<file path="config.mk">
export PLATFORM = sky130hd
export DESIGN_NAME = modulated_tape_sensor_detector
export DESIGN_NICKNAME = d
export VERILOG_FILES = /design/src/rtl/core/mtsd_pkg.sv /design/src/rtl/core/mtsd_ctrl.sv /design/src/rtl/core/mtsd_lane.sv /design/src/rtl/core/modulated_tape_sensor_detector.sv
export SDC_FILE = /design/constraint.sdc
export NUM_CORES = 2
export LEC_CHECK = 0
export BUFFER_PORTS_ARGS = -buffer_cell sky130_fd_sc_hd__buf_4
export CAP_MARGIN = 10
export CORE_UTILIZATION = 45
export CTS_BUF_LIST = sky130_fd_sc_hd__clkbuf_8
export CTS_CLUSTER_DIAMETER = 80
export DETAILED_ROUTE_END_ITERATION = 6
export GPL_ROUTABILITY_DRIVEN = 0
export PLACE_DENSITY = 0.69
export SETUP_SLACK_MARGIN = 0.2
export SLEW_MARGIN = 20
export SYNTH_ARGS = -nofsm -noshare
export SYNTH_HDL_FRONTEND = slang
export SYNTH_SLANG_ARGS = --single-unit
</file>
<file path="constraint.sdc">
create_clock -name i_clk -period 10.4 [get_ports i_clk]
set_input_delay 0.52 -clock i_clk [delete_from_list [all_inputs] [get_ports i_clk]]
set_output_delay 0.52 -clock i_clk [all_outputs]
set_load 0.01 [all_outputs]
</file>
<file path="src/rtl/core/mtsd_pkg.sv">
// ----------------------------------------------------------------------------
// mtsd_pkg
// Shared widths, constants and types of the modulated tape sensor detector.
// ----------------------------------------------------------------------------
package mtsd_pkg;

    localparam int SENSOR_COUNT       = 5;
    localparam int READINGS_PER_PHASE = 5;

    // Fixed by the sample ports: one lane per sensor input
    localparam int LANES    = 5;
    localparam int SAMPLE_W = 10;
    localparam int SUM_W    = 13;
    localparam int THRESH_W = 11;
    localparam int IDX_W    = $clog2(READINGS_PER_PHASE + 1);

    // Reciprocal divide of a SUM_W-bit sum by READINGS_PER_PHASE, exact over the range
    localparam int DIV_SHIFT = SUM_W + $clog2(READINGS_PER_PHASE);
    localparam int DIV_MULT  = (1 << DIV_SHIFT) / READINGS_PER_PHASE + 1;
    localparam int PROD_W    = SUM_W + DIV_SHIFT + 1;

    localparam logic signed [THRESH_W-1:0] LOW_THRESHOLD_RESET  = 11'sd300;
    localparam logic signed [THRESH_W-1:0] HIGH_THRESHOLD_RESET = 11'sd400;

    // Configuration register indexes
    localparam logic CFG_LOW_THRESHOLD  = 1'b0;
    localparam logic CFG_HIGH_THRESHOLD = 1'b1;

    // Per-step commands from the sequencer to every lane
    typedef struct packed {
        logic clear_lit;
        logic clear_dark;
        logic add_lit;
        logic add_dark;
        logic eval;
    } t_lane_ctrl;

    // What one lane found at this step
    typedef struct packed {
        logic on_tape;
        logic detected;
        logic lost;
    } t_lane_status;

    typedef struct packed {
        logic             emitter_on;
        logic             round_done;
        logic [LANES-1:0] detected_mask;
        logic [LANES-1:0] lost_mask;
        logic [LANES-1:0] on_tape_mask;
    } t_result;

endpackage

</file>
<file path="src/rtl/core/mtsd_ctrl.sv">
// ----------------------------------------------------------------------------
// mtsd_ctrl
// Round sequencer: lit wait, lit reading, dark wait, dark reading.
// ----------------------------------------------------------------------------
module mtsd_ctrl
    import mtsd_pkg::*;
(
    input  logic       i_clk,
    input  logic       i_rst_n,
    input  logic       i_step,
    output t_lane_ctrl o_ctrl,
    output logic       o_emitter_on
);

    typedef enum logic [1:0] {
        LIT_WAIT  = 2'd0,
        LIT_READ  = 2'd1,
        DARK_WAIT = 2'd2,
        DARK_READ = 2'd3
    } t_phase;

    t_phase           r_phase, n_phase;
    logic [IDX_W-1:0] r_idx, n_idx;

    always_comb begin
        n_phase = r_phase;
        n_idx   = r_idx;
        o_ctrl  = '0;
        if (i_step) begin
            case (r_phase)
                LIT_WAIT: begin
                    n_phase          = LIT_READ;
                    n_idx            = '0;
                    o_ctrl.clear_lit = 1'b1;
                end
                DARK_WAIT: begin
                    n_phase           = DARK_READ;
                    n_idx             = '0;
                    o_ctrl.clear_dark = 1'b1;
                end
                LIT_READ: begin
                    if (r_idx < IDX_W'(READINGS_PER_PHASE)) begin
                        o_ctrl.add_lit = 1'b1;
                        n_idx          = r_idx + 1'b1;
                    end else begin
                        n_phase = DARK_WAIT;
                    end
                end
                DARK_READ: begin
                    if (r_idx < IDX_W'(READINGS_PER_PHASE)) begin
                        o_ctrl.add_dark = 1'b1;
                        n_idx           = r_idx + 1'b1;
                    end else begin
                        // closing expiry of the dark half: evaluate, relight
                        o_ctrl.eval = 1'b1;
                        n_phase     = LIT_WAIT;
                    end
                end
                default: begin
                    n_phase = LIT_WAIT;
                end
            endcase
        end
    end

    assign o_emitter_on = (n_phase == LIT_WAIT) || (n_phase == LIT_READ);

    always_ff @(posedge i_clk) begin
        if (!i_rst_n) begin
            r_phase <= LIT_WAIT;
            r_idx   <= '0;
        end else begin
            r_phase <= n_phase;
            r_idx   <= n_idx;
        end
    end

endmodule

</file>
<file path="src/rtl/core/mtsd_lane.sv">
// ----------------------------------------------------------------------------
// mtsd_lane
// One sensor: lit and dark sums, averaging, hysteresis and on-tape flag.
// ----------------------------------------------------------------------------
module mtsd_lane
    import mtsd_pkg::*;
(
    input  logic                       i_clk,
    input  logic                       i_rst_n,
    input  t_lane_ctrl                 i_ctrl,
    input  logic [SAMPLE_W-1:0]        i_sample,
    input  logic signed [THRESH_W-1:0] i_low_threshold,
    input  logic signed [THRESH_W-1:0] i_high_threshold,
    output t_lane_status               o_status
);

    logic [SUM_W-1:0]      r_lit_sum;
    logic [SUM_W-1:0]      r_dark_sum;
    logic                  r_on_tape;
    logic [PROD_W-1:0]     w_lit_prod;
    logic [PROD_W-1:0]     w_dark_prod;
    logic [SUM_W-1:0]      w_lit_avg;
    logic [SUM_W-1:0]      w_dark_avg;
    logic signed [SUM_W:0] w_diff;
    logic                  w_below;
    logic                  w_above;

    assign w_lit_prod  = PROD_W'(r_lit_sum) * PROD_W'(DIV_MULT);
    assign w_dark_prod = PROD_W'(r_dark_sum) * PROD_W'(DIV_MULT);
    assign w_lit_avg   = w_lit_prod[DIV_SHIFT +: SUM_W];
    assign w_dark_avg  = w_dark_prod[DIV_SHIFT +: SUM_W];

    assign w_diff  = $signed({1'b0, w_dark_avg}) - $signed({1'b0, w_lit_avg});
    assign w_below = w_diff < (SUM_W + 1)'(i_low_threshold);
    assign w_above = w_diff > (SUM_W + 1)'(i_high_threshold);

    // on-tape test wins when the thresholds overlap
    always_comb begin
        o_status.on_tape  = r_on_tape;
        o_status.detected = 1'b0;
        o_status.lost     = 1'b0;
        if (i_ctrl.eval) begin
            if (w_below) begin
                o_status.on_tape  = 1'b1;
                o_status.detected = !r_on_tape;
            end else if (w_above) begin
                o_status.on_tape = 1'b0;
                o_status.lost    = r_on_tape;
            end
        end
    end

    always_ff @(posedge i_clk) begin
        if (i_ctrl.clear_lit) begin
            r_lit_sum <= '0;
        end else if (i_ctrl.add_lit) begin
            r_lit_sum <= r_lit_sum + SUM_W'(i_sample);
        end
        if (i_ctrl.clear_dark) begin
            r_dark_sum <= '0;
        end else if (i_ctrl.add_dark) begin
            r_dark_sum <= r_dark_sum + SUM_W'(i_sample);
        end
    end

    always_ff @(posedge i_clk) begin
        if (!i_rst_n) begin
            r_on_tape <= 1'b0;
        end else begin
            r_on_tape <= o_status.on_tape;
        end
    end

endmodule

</file>
<file path="src/rtl/core/modulated_tape_sensor_detector.sv">
// ----------------------------------------------------------------------------
// modulated_tape_sensor_detector
// Synchronous IR reflectance tape detection with hysteresis, five sensor lanes.
// ----------------------------------------------------------------------------
//  channel   direction  handshake                 payload
//  input     in         i_valid / o_stall         i_timer_expired, i_sample_a..e
//  result    out        o_valid / i_stall         o_emitter_on, o_round_done, masks
//  config    in         i_cfg_valid / o_cfg_ready i_cfg_index, i_cfg_data
//
//  One transaction a cycle while o_stall is low; its result is registered.
//  All lanes update and the merge stage builds the masks in the accepting cycle.
//  A skid register holds one extra result while the output is stalled; o_stall
//  rises when that register is full, and while reset is held.
//  Synchronous active-low reset restores phase, flags and default thresholds.
// ----------------------------------------------------------------------------
module modulated_tape_sensor_detector
    import mtsd_pkg::*;
(
    input  logic                i_clk,
    input  logic                i_rst_n,
    input  logic                i_valid,
    output logic                o_stall,
    input  logic                i_timer_expired,
    input  logic [SAMPLE_W-1:0] i_sample_a,
    input  logic [SAMPLE_W-1:0] i_sample_b,
    input  logic [SAMPLE_W-1:0] i_sample_c,
    input  logic [SAMPLE_W-1:0] i_sample_d,
    input  logic [SAMPLE_W-1:0] i_sample_e,
    output logic                o_valid,
    input  logic                i_stall,
    output logic                o_emitter_on,
    output logic                o_round_done,
    output logic [LANES-1:0]    o_detected_mask,
    output logic [LANES-1:0]    o_lost_mask,
    output logic [LANES-1:0]    o_on_tape_mask,
    input  logic                i_cfg_valid,
    output logic                o_cfg_ready,
    input  logic                i_cfg_index,
    input  logic [THRESH_W-1:0] i_cfg_data
);

    logic signed [THRESH_W-1:0] r_low_threshold;
    logic signed [THRESH_W-1:0] r_high_threshold;
    logic                       w_in_acc;
    logic                       w_out_acc;
    logic                       w_step;
    t_lane_ctrl                 w_ctrl;
    logic                       w_emitter_on;
    logic [SAMPLE_W-1:0]        w_sample [LANES];
    t_lane_status               w_status [LANES];
    t_result                    w_result;
    t_result                    r_out;
    t_result                    r_skid;
    logic                       r_out_valid;
    logic                       r_skid_valid;

    assign o_cfg_ready = i_rst_n;
    assign o_stall     = r_skid_valid || !i_rst_n;
    assign w_in_acc    = i_valid && !o_stall;
    assign w_out_acc   = r_out_valid && !i_stall;
    assign w_step      = w_in_acc && i_timer_expired;

    always_ff @(posedge i_clk) begin
        if (!i_rst_n) begin
            r_low_threshold  <= LOW_THRESHOLD_RESET;
            r_high_threshold <= HIGH_THRESHOLD_RESET;
        end else if (i_cfg_valid && o_cfg_ready) begin
            case (i_cfg_index)
                CFG_LOW_THRESHOLD:  r_low_threshold  <= $signed(i_cfg_data);
                CFG_HIGH_THRESHOLD: r_high_threshold <= $signed(i_cfg_data);
                default: ;
            endcase
        end
    end

    mtsd_ctrl u_ctrl (
        .i_clk        (i_clk),
        .i_rst_n      (i_rst_n),
        .i_step       (w_step),
        .o_ctrl       (w_ctrl),
        .o_emitter_on (w_emitter_on)
    );

    assign w_sample[0] = i_sample_a;
    assign w_sample[1] = i_sample_b;
    assign w_sample[2] = i_sample_c;
    assign w_sample[3] = i_sample_d;
    assign w_sample[4] = i_sample_e;

    for (genvar g = 0; g < LANES; g++) begin : g_lane
        t_lane_ctrl w_lane_ctrl;

        // lanes past the sensor count never see a command and stay off tape
        assign w_lane_ctrl = (g < SENSOR_COUNT) ? w_ctrl : '0;

        mtsd_lane u_lane (
            .i_clk            (i_clk),
            .i_rst_n          (i_rst_n),
            .i_ctrl           (w_lane_ctrl),
            .i_sample         (w_sample[g]),
            .i_low_threshold  (r_low_threshold),
            .i_high_threshold (r_high_threshold),
            .o_status         (w_status[g])
        );

        assign w_result.detected_mask[g] = w_status[g].detected;
        assign w_result.lost_mask[g]     = w_status[g].lost;
        assign w_result.on_tape_mask[g]  = w_status[g].on_tape;
    end

    assign w_result.emitter_on = w_emitter_on;
    assign w_result.round_done = w_ctrl.eval;

    // output register plus skid register
    always_ff @(posedge i_clk) begin
        if (!i_rst_n) begin
            r_out_valid  <= 1'b0;
            r_skid_valid <= 1'b0;
        end else if (!r_out_valid || w_out_acc) begin
            if (r_skid_valid) begin
                r_out_valid  <= 1'b1;
                r_skid_valid <= 1'b0;
            end else begin
                r_out_valid <= w_in_acc;
            end
        end else if (w_in_acc) begin
            r_skid_valid <= 1'b1;
        end
    end

    always_ff @(posedge i_clk) begin
        if (!r_out_valid || w_out_acc) begin
            r_out <= r_skid_valid ? r_skid : w_result;
        end else if (w_in_acc) begin
            r_skid <= w_result;
        end
    end

    assign o_valid         = r_out_valid;
    assign o_emitter_on    = r_out.emitter_on;
    assign o_round_done    = r_out.round_done;
    assign o_detected_mask = r_out.detected_mask;
    assign o_lost_mask     = r_out.lost_mask;
    assign o_on_tape_mask  = r_out.on_tape_mask;

endmodule

</file>
==> metrics.csv <==
stage,metric,value,unit
logic_synthesis,Compound-Gate Fraction of Synth Area,11.73,%
timing,Fmax,119.1,MHz
logic_synthesis,largest family of logic cells by synthesized area,adder cells,
cts,CTS tree,yes,
critical_path,Crit-path slowest cell,a2111oi_1,
power,sequential share of power,26.7,%
die,Die Width,311.2,um
critical_path,CP peak stage delay,790,ps
power,Comb pwr share,54.3,%
logic_synthesis,synth warn,0,
critical_path,CP Data Required Time,10780,ps
cts,clock transition at the registers of the reported paths,140,ps
final_layout,NumNets Final,6501,
final_layout,most frequent cells in the layout,"ha_1 (1181), inv_1 (1052), fa_1 (435), a21oi_1 (279), nand2_1 (271)",
critical_path,crit path DAT,8770,ps
power,Peak supply drop,0.1267,mV
power,Int Power,1.767,mW
global_route,initial antenna violation count,0,
status,outcome,finished clean,
cts,CTS max path bufs,2,
logic_synthesis,syn_nets,6435,
logic_synthesis,"EDFF count, synth",34,
route,Routed Antenna Nets,0,
cts,CTS Sinks,198,
cts,CTS buffer count,17,
cts,cts hold-fix bufs,0,
cts,# resized after CTS,0,
timing,min cycle time layout,8395,ps
logic_synthesis,sequential area share after synthesis,10.01,%
flow_run,maxcap violations,0,
die,io pins,88,
die,core area,94870,um2
route,DRC Markers,0,
logic_synthesis,cell area after synthesis,43010,um2
timing,Final Hold Viols,0,
route,Routed WL,95500,um
route,Pre-antenna DRT Iters,7,
die,Initial Utilization,45.34,%
route,WL per Instance,15.67,um
logic_synthesis,main flop type after synthesis,dfxtp_1,
critical_path,crit end category,flop,
timing,Max-Slew Margin vs Limit,27.21,%
route,DRT iter0 DRCs,1467,
die,Die Y,311.2,um
logic_synthesis,number of distinct library cells after synthesis,82,
logic_synthesis,Post-synth ARST share,0,%
timing,Tcrit/Tclk final,80.72,%
power,Clk pwr share,19.0,%
final_layout,Area Growth Syn to Fin,6.059,%
timing,Worst Skew,39.66,ps
logic_synthesis,synthesized flop and latch total,198,
place,instance area after placement,45160,um2
global_route,total congestion overflow,0,
route,via count,31670,
power,Lkg Pwr,26.03,nW
final_layout,Filler cells,8906,
die,row count,113,
final_layout,ant diodes,0,
timing,RSZ-0062 raised after global routing,false,
cts,worst-skew pair later-pin latency,620,ps
final_layout,layout cells sized above 1,3.437,%
global_route,vias in the first global route,32780,
timing,Worst Tran Pin Value,1089,ps
cts,Root Driver,clkbuf_8,
cts,H-tree levels,4,
logic_synthesis,simple-gate share of the synthesized area,8.826,%
min_path,min-delay worst type,in2reg,
power,Sw Share,44.58,%
timing,Final Setup Violations,0,
critical_path,R2R setup slack,2010,ps
power,PwrDens,69.91,nW/um2
critical_path,critical path class,reg2reg,
critical_path,CP Max Fanout,7,
logic_synthesis,Synth Area in Adders,54.60,%
logic_synthesis,mux share of post-synthesis cell area,0.2764,%
final_layout,fin area,45620,um2
logic_synthesis,XOR/XNOR Fraction of Synth Area,4.928,%
place,hpwl dp,80580,um
die,die outline area,96820,um2
logic_synthesis,"Avg Cell Area, Syn",9.053,um2
place,Placed Cells,6063,
place,port bufs,87,
global_route,first-pass GRT wire length,162000,um
cts,"Setup Fix Bufs, Post-CTS",0,
critical_path,Worst Setup Start Kind,flop,
final_layout,"most common cell after layout, fill and taps aside",ha_1,
route,Vias/cell,5.196,
power,Net Sw Power,1.422,mW
final_layout,Post-Layout Cell Count,6095,
timing,setup TNS,0,ps
timing,fin. max-slew vios,0,
logic_synthesis,Cells after Synth,4751,
global_route,GR Util All Layers,20.42,%
global_route,largest net degree at the start of global routing,64,
==> logic make-up (layout without fill, tap and decap cells) <==
kind of cell	Yosys count	count (layout)
adders and majority gates	1616	1616
buffers and inverters	1102	1181
and+or+nand+nor	796	796
AOI/OAI and AO/OA	786	786
xor gates and xnor gates	242	242
DFF	198	198
muxes	11	11
==> critical path, delay by kind of cell (launching register included) <==
kind | cells | cell delay, ps
AOI/OAI and AO/OA | 12 | 2960
and+or+nand+nor | 4 | 530
DFF | 1 | 530
buffers and inverters | 4 | 200
muxes | 1 | 260
adders and majority gates | 8 | 3220
xor gates and xnor gates | 2 | 460
==> stage by stage <==
step	utilization [%]	worst slack (ps)	total power, mW	hold slack (ps)
2_1_floorplan	-	2959	2.159	434.0
3_3_place_gp	47.60	1804	2.536	442.3
3_5_place_dp	47.60	1988	2.598	444.5
4_1_cts	48.08	1960	3.226	42.62
5_1_grt	48.08	1503	3.517	67.75
6_report	48.08	2005	3.189	99.48
==> path summary, 6_finish.rpt <==
kind                    endpoint                           start  cells after the start
max reg2reg    o_on_tape_mask[4]  g_lane[4].u_lane.r_dark_sum[5]                     31
min reg2reg  r_high_threshold[6]             r_high_threshold[6]                      2
min          r_low_threshold[10]                  i_cfg_data[10]                      3
max            o_on_tape_mask[4]  g_lane[4].u_lane.r_dark_sum[5]                     31
==> sequential cells by signal, indices dropped and copies added, names as in the netlist, 3 cells and up <==
name                      count
o_lost_mask                   5
o_detected_mask               5
r_high_threshold             11
g_lane.u_lane.r_lit_sum      65
g_lane.u_lane.r_dark_sum     65
r_low_threshold              11
u_ctrl.r_idx                  3
r_skid                       17
g_lane.u_lane.r_on_tape       5
o_on_tape_mask                5
==> power groups by stage <==
stage | sequential, mW | clock, mW | combinational (mW)
after global routing | 0.858 | 0.649 | 2.01
after CTS | 0.853 | 0.627 | 1.75
after floorplan | 0.852 | 0 | 1.31
after detailed placement | 0.870 | 0 | 1.73
final | 0.853 | 0.605 | 1.73
after global placement | 0.869 | 0 | 1.67
==> routing by layer <==
metal | track usage (%) | part of all wire [%] | vias up
met5 | 0 | 0 | -
met2 | 36.84 | 50 | 360
li1 | - | - | 15960
met1 | 25.77 | 45 | 15250
met3 | 2.039 | 2.7 | 94
met4 | 5.497 | 2.4 | 0
==> Yosys cell counts (18+ instances only) <==
| master | instances | area [um2] |
|---|---|---|
| a211oi_1 | 30 | 225.2 |
| a21boi_0 | 20 | 150.1 |
| a21o_1 | 117 | 878.3 |
| a21oi_1 | 279 | 1396 |
| a31oi_1 | 20 | 125.1 |
| and2_1 | 31 | 193.9 |
| clkbuf_1 | 39 | 146.4 |
| dfxtp_1 | 164 | 3283 |
| edfxtp_1 | 34 | 1021 |
| fa_1 | 435 | 8708 |
| ha_1 | 1181 | 14780 |
| inv_1 | 1052 | 3949 |
| nand2_1 | 271 | 1017 |
| nand2b_1 | 29 | 181.4 |
| nand3_1 | 56 | 280.3 |
| nand4_1 | 37 | 231.5 |
| nor2_1 | 176 | 660.6 |
| nor2b_1 | 50 | 312.8 |
| nor3_1 | 58 | 290.3 |
| o211ai_1 | 25 | 187.7 |
| o21a_1 | 48 | 360.4 |
| o21ai_0 | 112 | 560.5 |
| o21ai_1 | 18 | 90.09 |
| xnor2_1 | 161 | 1410 |
| xor2_1 | 81 | 709.4 |
==> area by class of cell <==
type / instances / area (um2) / area share [%]
sequential: 198 / 4304 / 9.435
timing repair buffer: 97 / 728.2 / 1.596
clock inverter: 15 / 224.0 / 0.4910
clock buffer: 17 / 234.0 / 0.5129
inverter: 1052 / 3949 / 8.656
tap: 1265 / 1583 / 3.470
multi-input combinational: 3451 / 34600 / 75.84
No activity file was read; power rests on OpenSTA's default activity.
